==> config.mk <==
export PLATFORM = sky130hd
export DESIGN_NAME = matrix_multiply_top
export DESIGN_NICKNAME = d
export VERILOG_FILES = /design/src/hw/rtl/mm_pkg.sv /design/src/hw/rtl/mm_ram.sv /design/src/hw/rtl/mm_seq.sv /design/src/hw/rtl/mm_mac.sv /design/src/hw/rtl/matrix_multiply_top.sv
export SDC_FILE = /design/constraint.sdc
export NUM_CORES = 2
export LEC_CHECK = 0
export BUFFER_PORTS_ARGS = -buffer_cell sky130_fd_sc_hd__buf_2
export CAP_MARGIN = 20
export CELL_PAD_IN_SITES_DETAIL_PLACEMENT = 1
export CELL_PAD_IN_SITES_GLOBAL_PLACEMENT = 1
export CORE_ASPECT_RATIO = 2
export CORE_MARGIN = 2
export CORE_UTILIZATION = 40
export CTS_CLUSTER_DIAMETER = 80
export DETAILED_ROUTE_END_ITERATION = 8
export GPL_TIMING_DRIVEN = 0
export PLACE_DENSITY_LB_ADDON = 0.1
export SYNTH_ARGS = -nofsm -noshare
export SYNTH_HDL_FRONTEND = slang
export SYNTH_SLANG_ARGS = --single-unit
==> constraint.sdc <==
create_clock -name clk -period 8.59 [get_ports clk]
set_input_delay 0.859 -clock clk [delete_from_list [all_inputs] [get_ports clk]]
set_output_delay 0.859 -clock clk [all_outputs]
set_load 0.02 [all_outputs]
==> src/hw/rtl/mm_pkg.sv <==
`timescale 1ns / 1ps
// shared constants, types and arithmetic helpers for the matrix multiply block
package mm_pkg;

  localparam int MAX_DIM    = 8;
  localparam int DATA_WIDTH = 16;
  localparam int FRAC_BITS  = 8;

  localparam int DEPTH  = MAX_DIM * MAX_DIM;
  localparam int ADDR_W = $clog2(DEPTH);
  localparam int DIM_W  = 4;
  localparam int CNT_W  = $clog2(MAX_DIM);
  localparam int PROD_W = 2 * DATA_WIDTH;
  localparam int ACC_W  = PROD_W + $clog2(MAX_DIM) + 1;

  localparam int FUNC_W  = 2;
  localparam int REG_W   = 2;
  localparam int TDATA_W = ((ADDR_W + DATA_WIDTH + 7) / 8) * 8;

  // item kinds carried in tuser
  localparam logic [FUNC_W-1:0] FUNC_LOAD_LEFT  = 2'd0;
  localparam logic [FUNC_W-1:0] FUNC_LOAD_RIGHT = 2'd1;
  localparam logic [FUNC_W-1:0] FUNC_COMPUTE    = 2'd2;

  // configuration register indexes
  localparam logic [REG_W-1:0] REG_LEFT_ROWS  = 2'd0;
  localparam logic [REG_W-1:0] REG_INNER_SIZE = 2'd1;
  localparam logic [REG_W-1:0] REG_RIGHT_COLS = 2'd2;

  localparam logic [DIM_W-1:0] DIM_RESET = DIM_W'(MAX_DIM);

  localparam logic signed [ACC_W-1:0] SAT_MAX = ACC_W'((2 ** (DATA_WIDTH - 1)) - 1);
  localparam logic signed [ACC_W-1:0] SAT_MIN = -SAT_MAX - ACC_W'(1);

  // tag that travels with each read pair through the pipeline
  typedef struct packed {
    logic              valid;
    logic              first;
    logic              last_k;
    logic              last;
    logic [ADDR_W-1:0] pos;
  } tag_t;

  function automatic logic [DIM_W-1:0] clamp_dim(input logic [DIM_W-1:0] v);
    if (v == '0) begin
      return DIM_W'(1);
    end else if (v > DIM_W'(MAX_DIM)) begin
      return DIM_W'(MAX_DIM);
    end
    return v;
  endfunction

  // floor shift by the fraction width, then clip to the data range
  function automatic logic [DATA_WIDTH-1:0] saturate(input logic signed [ACC_W-1:0] acc);
    logic signed [ACC_W-1:0] sh;
    sh = acc >>> FRAC_BITS;
    if (sh > SAT_MAX) begin
      return SAT_MAX[DATA_WIDTH-1:0];
    end else if (sh < SAT_MIN) begin
      return SAT_MIN[DATA_WIDTH-1:0];
    end
    return sh[DATA_WIDTH-1:0];
  endfunction

endpackage

==> src/hw/rtl/mm_ram.sv <==
`timescale 1ns / 1ps
// generic single-write, single-read ram with registered read data
module mm_ram #(
  parameter int WIDTH = 16,
  parameter int DEPTH = 64
) (
  input  logic                     clk,
  input  logic                     we,
  input  logic [$clog2(DEPTH)-1:0] waddr,
  input  logic [WIDTH-1:0]         wdata,
  input  logic                     re,
  input  logic [$clog2(DEPTH)-1:0] raddr,
  output logic [WIDTH-1:0]         rdata
);

  logic [WIDTH-1:0] mem [DEPTH];

  always_ff @(posedge clk) begin
    if (we) begin
      mem[waddr] <= wdata;
    end
    if (re) begin
      rdata <= mem[raddr];
    end
  end

endmodule

==> src/hw/rtl/mm_seq.sv <==
`timescale 1ns / 1ps
// address sequencer: walks rows, columns and the inner sum, one read pair per cycle while adv is high
module mm_seq
  import mm_pkg::*;
(
  input  logic              clk,
  input  logic              rst,
  input  logic              start,
  input  logic [DIM_W-1:0]  left_rows,
  input  logic [DIM_W-1:0]  inner_size,
  input  logic [DIM_W-1:0]  right_cols,
  input  logic              adv,
  output logic              busy,
  output logic              rd_en,
  output logic [ADDR_W-1:0] left_addr,
  output logic [ADDR_W-1:0] right_addr,
  output tag_t              tag
);

  logic              running;
  logic [CNT_W-1:0]  r;
  logic [CNT_W-1:0]  c;
  logic [CNT_W-1:0]  k;
  logic [ADDR_W-1:0] row_base;
  logic [ADDR_W-1:0] ri;
  logic [ADDR_W-1:0] pos;

  logic [DIM_W-1:0]  rows_c;
  logic [DIM_W-1:0]  inner_c;
  logic [DIM_W-1:0]  cols_c;
  logic [CNT_W-1:0]  rows_m1;
  logic [CNT_W-1:0]  inner_m1;
  logic [CNT_W-1:0]  cols_m1;
  logic              k_last;
  logic              c_last;
  logic              r_last;

  always_comb begin
    rows_c   = clamp_dim(left_rows);
    inner_c  = clamp_dim(inner_size);
    cols_c   = clamp_dim(right_cols);
    rows_m1  = CNT_W'(rows_c - DIM_W'(1));
    inner_m1 = CNT_W'(inner_c - DIM_W'(1));
    cols_m1  = CNT_W'(cols_c - DIM_W'(1));
    k_last   = (k == inner_m1);
    c_last   = (c == cols_m1);
    r_last   = (r == rows_m1);
  end

  assign busy       = running;
  assign rd_en      = running && adv;
  assign left_addr  = row_base + ADDR_W'(k);
  assign right_addr = ri;

  always_ff @(posedge clk) begin
    if (rst) begin
      running <= 1'b0;
    end else if (start && !running) begin
      running  <= 1'b1;
      r        <= '0;
      c        <= '0;
      k        <= '0;
      row_base <= '0;
      ri       <= '0;
      pos      <= '0;
    end else if (running && adv) begin
      if (!k_last) begin
        k  <= k + CNT_W'(1);
        ri <= ri + ADDR_W'(cols_c);
      end else begin
        k   <= '0;
        pos <= pos + ADDR_W'(1);
        if (!c_last) begin
          c  <= c + CNT_W'(1);
          ri <= ADDR_W'(c) + ADDR_W'(1);
        end else begin
          c  <= '0;
          ri <= '0;
          if (r_last) begin
            running <= 1'b0;
          end else begin
            r        <= r + CNT_W'(1);
            row_base <= row_base + ADDR_W'(inner_c);
          end
        end
      end
    end
  end

  // tag is registered on the same adv as the ram read data, so the two line up
  always_ff @(posedge clk) begin
    if (rst) begin
      tag <= '0;
    end else if (adv) begin
      tag.valid  <= running;
      tag.first  <= (k == '0);
      tag.last_k <= k_last;
      tag.last   <= k_last && c_last && r_last;
      tag.pos    <= pos;
    end
  end

endmodule

==> src/hw/rtl/mm_mac.sv <==
`timescale 1ns / 1ps
// multiply, accumulate, saturate and output register
module mm_mac
  import mm_pkg::*;
(
  input  logic                  clk,
  input  logic                  rst,
  input  logic [DATA_WIDTH-1:0] left_data,
  input  logic [DATA_WIDTH-1:0] right_data,
  input  tag_t                  tag_in,
  output logic                  adv,
  output logic                  out_valid,
  input  logic                  out_ready,
  output logic [DATA_WIDTH-1:0] out_value,
  output logic [ADDR_W-1:0]     out_index,
  output logic                  out_last
);

  logic signed [PROD_W-1:0] prod;
  tag_t                     tag_p;
  logic signed [ACC_W-1:0]  acc;
  tag_t                     tag_a;
  logic signed [ACC_W-1:0]  prod_ext;

  // whole pipeline holds while a result waits at the output
  assign adv      = !out_valid || out_ready;
  assign prod_ext = ACC_W'(prod);

  always_ff @(posedge clk) begin
    if (adv) begin
      prod <= $signed(left_data) * $signed(right_data);
      if (tag_p.valid) begin
        acc <= tag_p.first ? prod_ext : acc + prod_ext;
      end
      if (tag_a.valid) begin
        out_value <= saturate(acc);
        out_index <= tag_a.pos;
        out_last  <= tag_a.last;
      end
    end
  end

  always_ff @(posedge clk) begin
    if (rst) begin
      tag_p     <= '0;
      tag_a     <= '0;
      out_valid <= 1'b0;
    end else if (adv) begin
      tag_p       <= tag_in;
      tag_a       <= tag_p;
      tag_a.valid <= tag_p.valid && tag_p.last_k;
      out_valid   <= tag_a.valid;
    end
  end

endmodule

==> src/hw/rtl/matrix_multiply_top.sv <==
`timescale 1ns / 1ps
// top level of the fixed-point matrix multiply block
// Load items (left or right element) are taken one per cycle while no compute runs, and
// written straight into two 64 x 16 single-port-write rams. A compute item drops
// s_axis_tready and the sequencer issues one left/right read pair per cycle unless the
// output stalls, rows*cols*inner pairs in all (dimensions clamped to 1..8), through a
// multiply stage, an accumulate stage and a saturating output register. Input is taken
// again as soon as the last read pair has issued, so stores made then never collide
// with reads. A stalled output freezes the whole read pipeline.
module matrix_multiply_top
  import mm_pkg::*;
(
  input  logic               clk,
  input  logic               rst,
  input  logic               s_axis_tvalid,
  output logic               s_axis_tready,
  input  logic [TDATA_W-1:0] s_axis_tdata,  // elem_index, elem_value, zero pad
  input  logic [FUNC_W-1:0]  s_axis_tuser,  // func
  output logic               m_axis_tvalid,
  input  logic               m_axis_tready,
  output logic [TDATA_W-1:0] m_axis_tdata,  // product_value, product_index, zero pad
  output logic               m_axis_tlast,
  input  logic               cfg_wr_en,
  input  logic [REG_W-1:0]   cfg_index,
  input  logic [DIM_W-1:0]   cfg_data
);

  logic [DIM_W-1:0]      left_rows;
  logic [DIM_W-1:0]      inner_size;
  logic [DIM_W-1:0]      right_cols;

  logic                  s_xfer;
  logic [ADDR_W-1:0]     elem_index;
  logic [DATA_WIDTH-1:0] elem_value;
  logic                  start;
  logic                  busy;
  logic                  adv;
  logic                  rd_en;
  logic [ADDR_W-1:0]     left_addr;
  logic [ADDR_W-1:0]     right_addr;
  logic [DATA_WIDTH-1:0] left_data;
  logic [DATA_WIDTH-1:0] right_data;
  tag_t                  tag;
  logic [DATA_WIDTH-1:0] product_value;
  logic [ADDR_W-1:0]     product_index;

  always_ff @(posedge clk) begin
    if (rst) begin
      left_rows  <= DIM_RESET;
      inner_size <= DIM_RESET;
      right_cols <= DIM_RESET;
    end else if (cfg_wr_en) begin
      unique case (cfg_index)
        REG_LEFT_ROWS:  left_rows  <= cfg_data;
        REG_INNER_SIZE: inner_size <= cfg_data;
        REG_RIGHT_COLS: right_cols <= cfg_data;
        default: ;
      endcase
    end
  end

  assign s_axis_tready = !busy;
  assign s_xfer        = s_axis_tvalid && s_axis_tready;
  assign elem_index    = s_axis_tdata[ADDR_W-1:0];
  assign elem_value    = s_axis_tdata[ADDR_W+DATA_WIDTH-1:ADDR_W];
  assign start         = s_xfer && (s_axis_tuser == FUNC_COMPUTE);

  mm_ram #(
    .WIDTH (DATA_WIDTH),
    .DEPTH (DEPTH)
  ) u_left_ram (
    .clk   (clk),
    .we    (s_xfer && (s_axis_tuser == FUNC_LOAD_LEFT)),
    .waddr (elem_index),
    .wdata (elem_value),
    .re    (rd_en),
    .raddr (left_addr),
    .rdata (left_data)
  );

  mm_ram #(
    .WIDTH (DATA_WIDTH),
    .DEPTH (DEPTH)
  ) u_right_ram (
    .clk   (clk),
    .we    (s_xfer && (s_axis_tuser == FUNC_LOAD_RIGHT)),
    .waddr (elem_index),
    .wdata (elem_value),
    .re    (rd_en),
    .raddr (right_addr),
    .rdata (right_data)
  );

  mm_seq u_seq (
    .clk        (clk),
    .rst        (rst),
    .start      (start),
    .left_rows  (left_rows),
    .inner_size (inner_size),
    .right_cols (right_cols),
    .adv        (adv),
    .busy       (busy),
    .rd_en      (rd_en),
    .left_addr  (left_addr),
    .right_addr (right_addr),
    .tag        (tag)
  );

  mm_mac u_mac (
    .clk        (clk),
    .rst        (rst),
    .left_data  (left_data),
    .right_data (right_data),
    .tag_in     (tag),
    .adv        (adv),
    .out_valid  (m_axis_tvalid),
    .out_ready  (m_axis_tready),
    .out_value  (product_value),
    .out_index  (product_index),
    .out_last   (m_axis_tlast)
  );

  assign m_axis_tdata = {{(TDATA_W - ADDR_W - DATA_WIDTH){1'b0}}, product_index, product_value};

endmodule

* Word level (Yosys, flattened, before mapping)
Memory sizes are Yosys's and may differ from the RTL's. A register that Yosys moved wholly into a read port is not among the register bits. Cells that the tools add are included.
Operators by class: add/subtract/negate cells 12, multiply operators 1, $lt $le $gt $ge 5, equal/unequal tests 8, multiplexer cells 50, bitwise logic cells 1, reduce and logical (&&, ||, !) cells 31
Operators by type and width (count):
- 6-bit 2-to-1 mux | 9
- 16-bit 2-to-1 mux | 3
- 36-bit by 32-bit adder with 36-bit output | 1
- 3-bit 2-to-1 mux | 12
- 36-bit 2-to-1 mux | 1
- 16-bit by 16-bit multiplier with 32-bit output | 1
- 28-bit by 16-bit greater-than comparator with 1-bit output, second input constant | 1
- 28-bit by 16-bit < comparator with 1-bit output, second input constant | 1
- 4-bit 2-to-1 mux | 6
- 1-bit 2-to-1 mux | 19
- 6-bit by 4-bit adder with 6-bit output | 2
- 4-bit greater-than comparator, second input constant | 3
- 4-bit logical NOT | 3
- 2-bit AND reduction | 6
- 3-bit by 1-bit adder with 3-bit output, second input constant | 3
- 3-bit == test | 3
- 1-bit logical AND | 9
- 3-bit by 1-bit subtractor with 3-bit output, second input constant | 3
- 2-bit nonzero test | 4
- 6-bit by 1-bit adder with 6-bit output, second input constant | 1
- 6-bit by 3-bit adder with 6-bit output | 1
- 5-bit AND reduction | 1
- 3-bit by 1-bit adder with 4-bit output, second input constant | 1
- 2-bit by 1-bit == test with 1-bit output, second input constant | 2
- 9 further kinds | 12
Word-level totals: register bits after elaboration 160, memory bits (writable) 2048, input bits 37, memories kept 2
Memory list:
- u_left_ram.mem | depth 64, width 16, rd ports 1, clocked after memory_dff 1, wr ports 1, RTL line mm_ram.sv:16 | logic [WIDTH-1:0] mem [DEPTH];
- u_right_ram.mem | depth 64, width 16, rd ports 1, clocked after memory_dff 1, wr ports 1, RTL line mm_ram.sv:16

* Longest topological paths before layout
word-level depth 11, depth in mapped cells 25

* Cells and area by module
From an unflattened synthesis, not the netlist that was laid out.
Unflattened totals: cells, all modules 5605, area, all modules 99060.0 sq um
By module, submodules not included:
- mm_ram | instances 2, cells each 1829, area each 40202.3 sq um, sequential area each 31230.0 sq um
- mm_mac | instances 1, cells each 1673, area each 15827.7 sq um, sequential area each 3113.0 sq um
- mm_seq | instances 1, cells each 221, area each 2284.7 sq um, sequential area each 1031.0 sq um
- matrix_multiply_top | instances 1, cells each 53, area each 543.0 sq um, sequential area each 240.2 sq um

* Least setup slack after synthesis
OpenSTA, ideal clock, no wires.
path type reg2reg, start point register u_right_ram.rdata[1], read port of u_right_ram.mem, end point register u_mac.prod[31], data pin, setup time 0.157 ns, data arrival time 6.102 ns, required time 8.433 ns, path slack 2.332 ns, stages on the path, launching flop included 22, buffers on the path 1, period minus slack after synthesis 6.258 ns, cells stage by stage edfxtp_1 clkbuf_1 nand2_1 inv_1 fa_1 fa_1 fa_1 fa_1 fa_1 inv_1 fa_1 inv_1 ha_1 a21o_1 a21o_1 o21bai_1 a2111o_1 a21o_1 a31oi_4 o31ai_1 and4_1 nor3_1
On the way: cells in the longest elaborated chain, start to end 1
Ends and longest elaborated chain:
- start: declaration | RTL line mm_ram.sv:13 | output logic [WIDTH-1:0] rdata
- 16-bit by 16-bit multiplier with 32-bit output | RTL line mm_mac.sv:31 | prod <= $signed(left_data) * $signed(right_data);
- end signal: assignment | RTL line mm_mac.sv:31
- end: declaration | RTL line mm_mac.sv:19 | logic signed [PROD_W-1:0] prod;
Every way passes these cells. A chain may end at the register's enable or synchronous reset.

* Final worst setup path
start point register u_left_ram.rdata[5], read port of u_left_ram.mem, end point register u_mac.prod[30], data pin
On the way: cells in the longest elaborated chain, start to end 1
Ends and longest elaborated chain (RTL line):
- start: declaration | mm_ram.sv:13
- 16-bit by 16-bit multiplier with 32-bit output | mm_mac.sv:31
Every way passes these cells.

==> run metrics <==
share of cells above drive strength 1 0.2529; Leakage 36.83 nW; setup repair bufs after CTS 0; Die Ht ~700 microns; Final Hold Fails 0; Clock Skew 0.06365 ns; total global-route track usage 0.2402; actual slew at the worst max-slew pin 1.127 ns; I/O Buffers 55; Placed Instances 8,409; register area share after synthesis 0.6874; HPWL Detailed 220,100 microns; min-delay worst type input port to flip-flop; EDFF count, synth 2,198; final wirelength about 290,000 microns; count of pins over their slew limit 0; Inserted Clock Buffers 206; met3 Use GR 0.02402; CP Data Arrival Time 8.83 ns; unrepaired setup endpoints after global routing no; Critical path origin u_left_ram.rdata[5]; antenna violations before repair 30; internal cell power 20.48 mW; pin count of the biggest net entering global routing 97; Sequential Power Share 0.426; syn avg cell area 19.58 sq um; root buffer cell clkbuf_16; CTS tree yes; Layout Cells excl Fill 8,813; critical path capture point type flip-flop; post-route core utilization 0.4599; WP data required 9.19 ns; Pre-antenna DRT Iters 5; Core Footprint 0.2425 sq mm; status finished, final reports clean; DRC 0; mapped cell area roughly 0.097 sq mm; hold slack final 0.2306 ns; fin crit share 0.9577; Synth async-reset ratio 0; #FFs+latches synth 2,240; antenna-violating nets left 0; Synth Flop Type edfxtp_1; number of cell rows 256; max cap viols 0; Total Power 29.51 mW; Gate Count Post-Synth 4,966; post-DR vias/cell 5.490; vias in the first global route around 54k; met1 Usage GRT 0.2230; reg2reg path depth 21; Layout area overhead 14.68%; final layout net count 5,834; Pwr Density 264.6 mW/mm^2; Yosys warning count 0; worst hold path depth 2; grt total ovfl 0; H-tree levels 4; RD Place Congestion around 0.87; clock-pin slew on the worst setup and hold paths 0.07 ns; post-synth cell types 76; initial core utilization 0.4010; fin crit period 8.227 ns; Clk Latency, worst-skew pair 0.87 ns; global-route wire length before repair 414,500 microns; Psw 9.028 mW; CTS Sinks 2,240; routed vias 48.38k; HP Start cfg_data[3]; die area 0.2473 sq mm; crit-path max FO 10; Die W 352.6 microns; WL/cell 33.36 microns; CTS Buffer Depth 4; most used routing layer met2; Worst VDD drop roughly 390 uV; RR Startpoint u_left_ram.rdata[5]; initial drt markers 3,467; Hold-fix buffers, CTS 0; met2 Usage GRT 0.4898; Fmax 121.6 MHz; final setup vio count 0; WS Path Type flip-flop to flip-flop; # IOs 64; clock share of power 0.311; combinational share of power 0.264; switching portion of total power 0.3060; Slew headroom 0.2468; crit path launch type flip-flop; CTS resizes 0
-- synth_stat cells, types with 55 or more instances --
library cell | count | area [sq um]
a21oi_1 | 95 | 475.5
xnor2_1 | 59 | 516.8
nand2_1 | 242 | 908.4
buf_2 | 55 | 275.3
and2_1 | 129 | 807.0
inv_1 | 325 | 1220
nor2_1 | 218 | 818.3
ha_1 | 136 | 1702
clkbuf_1 | 148 | 555.5
edfxtp_1 | 2198 | 66000
mux4_2 | 672 | 15130
fa_1 | 266 | 5325
-- path summary, 6_finish.rpt --
kind	end	slack (ns)
setup / recovery	u_mac.prod[30]	0.36
hold / removal	left_rows[3]	0.23
setup reg to reg	u_mac.prod[30]	0.36
hold reg to reg	u_mac.out_index[2]	0.43
-- layer usage --
metal / wire [microns] / vias up
li1: - / 20390
met1: 88650 / 26350
met2: 175700 / 1104
met3: 9338 / 530
met4: 20260 / 10
met5: 64 / -
-- state kept, by name, summed over array words and instances, names as in the netlist, 6 cells and up --
signal and count:
u_mac.tag_p 10, u_left_ram.rdata 16, u_mac.prod 32, u_mac.out_index 6
u_mac.tag_a 8, u_seq.tag 10, u_right_ram.rdata 16, u_seq.row_base 6
u_mac.out_value 16, u_mac.acc 36, u_seq.right_addr 6, u_seq.pos 6
u_right_ram.mem 1024, u_left_ram.mem 1024
-- worst max-delay path, cell delays in order (launching register included) --
cell and delay (ns):
edfxtp_1 0.73, clkbuf_1 0.74, nand2_1 0.16, fa_1 0.51
fa_1 0.49, inv_1 0.05, fa_1 0.50, inv_1 0.05
fa_1 0.56, fa_1 0.44, fa_1 0.49, inv_1 0.04
ha_1 0.34, and3_1 0.28, and3_1 0.20, a41oi_1 0.42
and4_1 0.48, o31ai_2 0.17, a2111oi_2 0.57, o31ai_1 0.22
a21oi_1 0.21, xnor2_1 0.28
-- area by class of cell --
| class | instances | area, sq um |
|---|---|---|
| multi-input combinational | 2176 | 28600 |
| antenna | 33 | 82.58 |
| clock buffer | 248 | 5419 |
| buffer | 226 | 970.9 |
| tap | 3225 | 4035 |
| inverter | 325 | 1220 |
| sequential | 2240 | 66840 |
| clock inverter | 120 | 1074 |
| timing repair buffer | 220 | 3272 |
| fill | 22540 | 131000 |
-- power groups by stage --
stage	clock network [mW]	logic (mW)	registers (mW)
detailed placement	0	8.05	12.8
floorplan	0	5.01	12.7
CTS	9.35	8.08	12.6
global placement	0	7.53	12.8
global route	9.67	8.65	12.6
finish	9.16	7.78	12.6
-- cell families (layout without fill, tap and decap cells) --
| group | count (synthesis) | in the layout | synth area share |
|---|---|---|---|
| compound gates | 283 | 283 | 0.01872 |
| xor+xnor | 88 | 88 | 0.008004 |
| fa+ha+maj | 402 | 402 | 0.07226 |
| buf+inv | 551 | 1139 | 0.02234 |
| flops | 2240 | 2240 | 0.6874 |
| mux | 683 | 683 | 0.1568 |
| other cells | 1 | 35 | 0.00003857 |
| simple gates | 718 | 718 | 0.03442 |
-- metrics by stage --
step	TNS (ns)	instance area [sq um]	setup WS (ns)
2_1_floorplan	0	97240	2.332
3_5_place_dp	0	104900	0.05066
4_1_cts	0	111400	0.04571
3_3_place_gp	-1.028	101600	-1.009
6_report	0	111500	0.3633
5_1_grt	0	111500	0.03943
-- placed cells by master (no fill, tap or decap), drive strengths merged, types with 5 or more instances in the layout --
cell,synthesis,routed
a211oi,9,9
o21ai,56,56
nor2,218,218
o21bai,8,8
nand4,7,7
nor2b,23,23
mux2i,10,10
inv,325,328
clkinvlp,0,7
nor3b,5,5
bufinv,0,19
a211o,7,7
diode,0,33
nor3,17,17
and2,129,129
o21a,11,11
nand2,242,242
xor2,28,28
a31oi,5,5
dfxtp,42,42
nand2b,13,13
xnor2,60,60
clkinv,0,91
ha,136,136
nor4,6,6
o31ai,8,8
nand3,25,25
or2,6,6
a21o,46,46
a21oi,96,96
nand3b,6,6
clkbuf,149,397
and3,6,6
buf,77,297
edfxtp,2198,2198
mux4,672,672
fa,266,266
o211ai,6,6
Power figures use the tool's default switching activity.
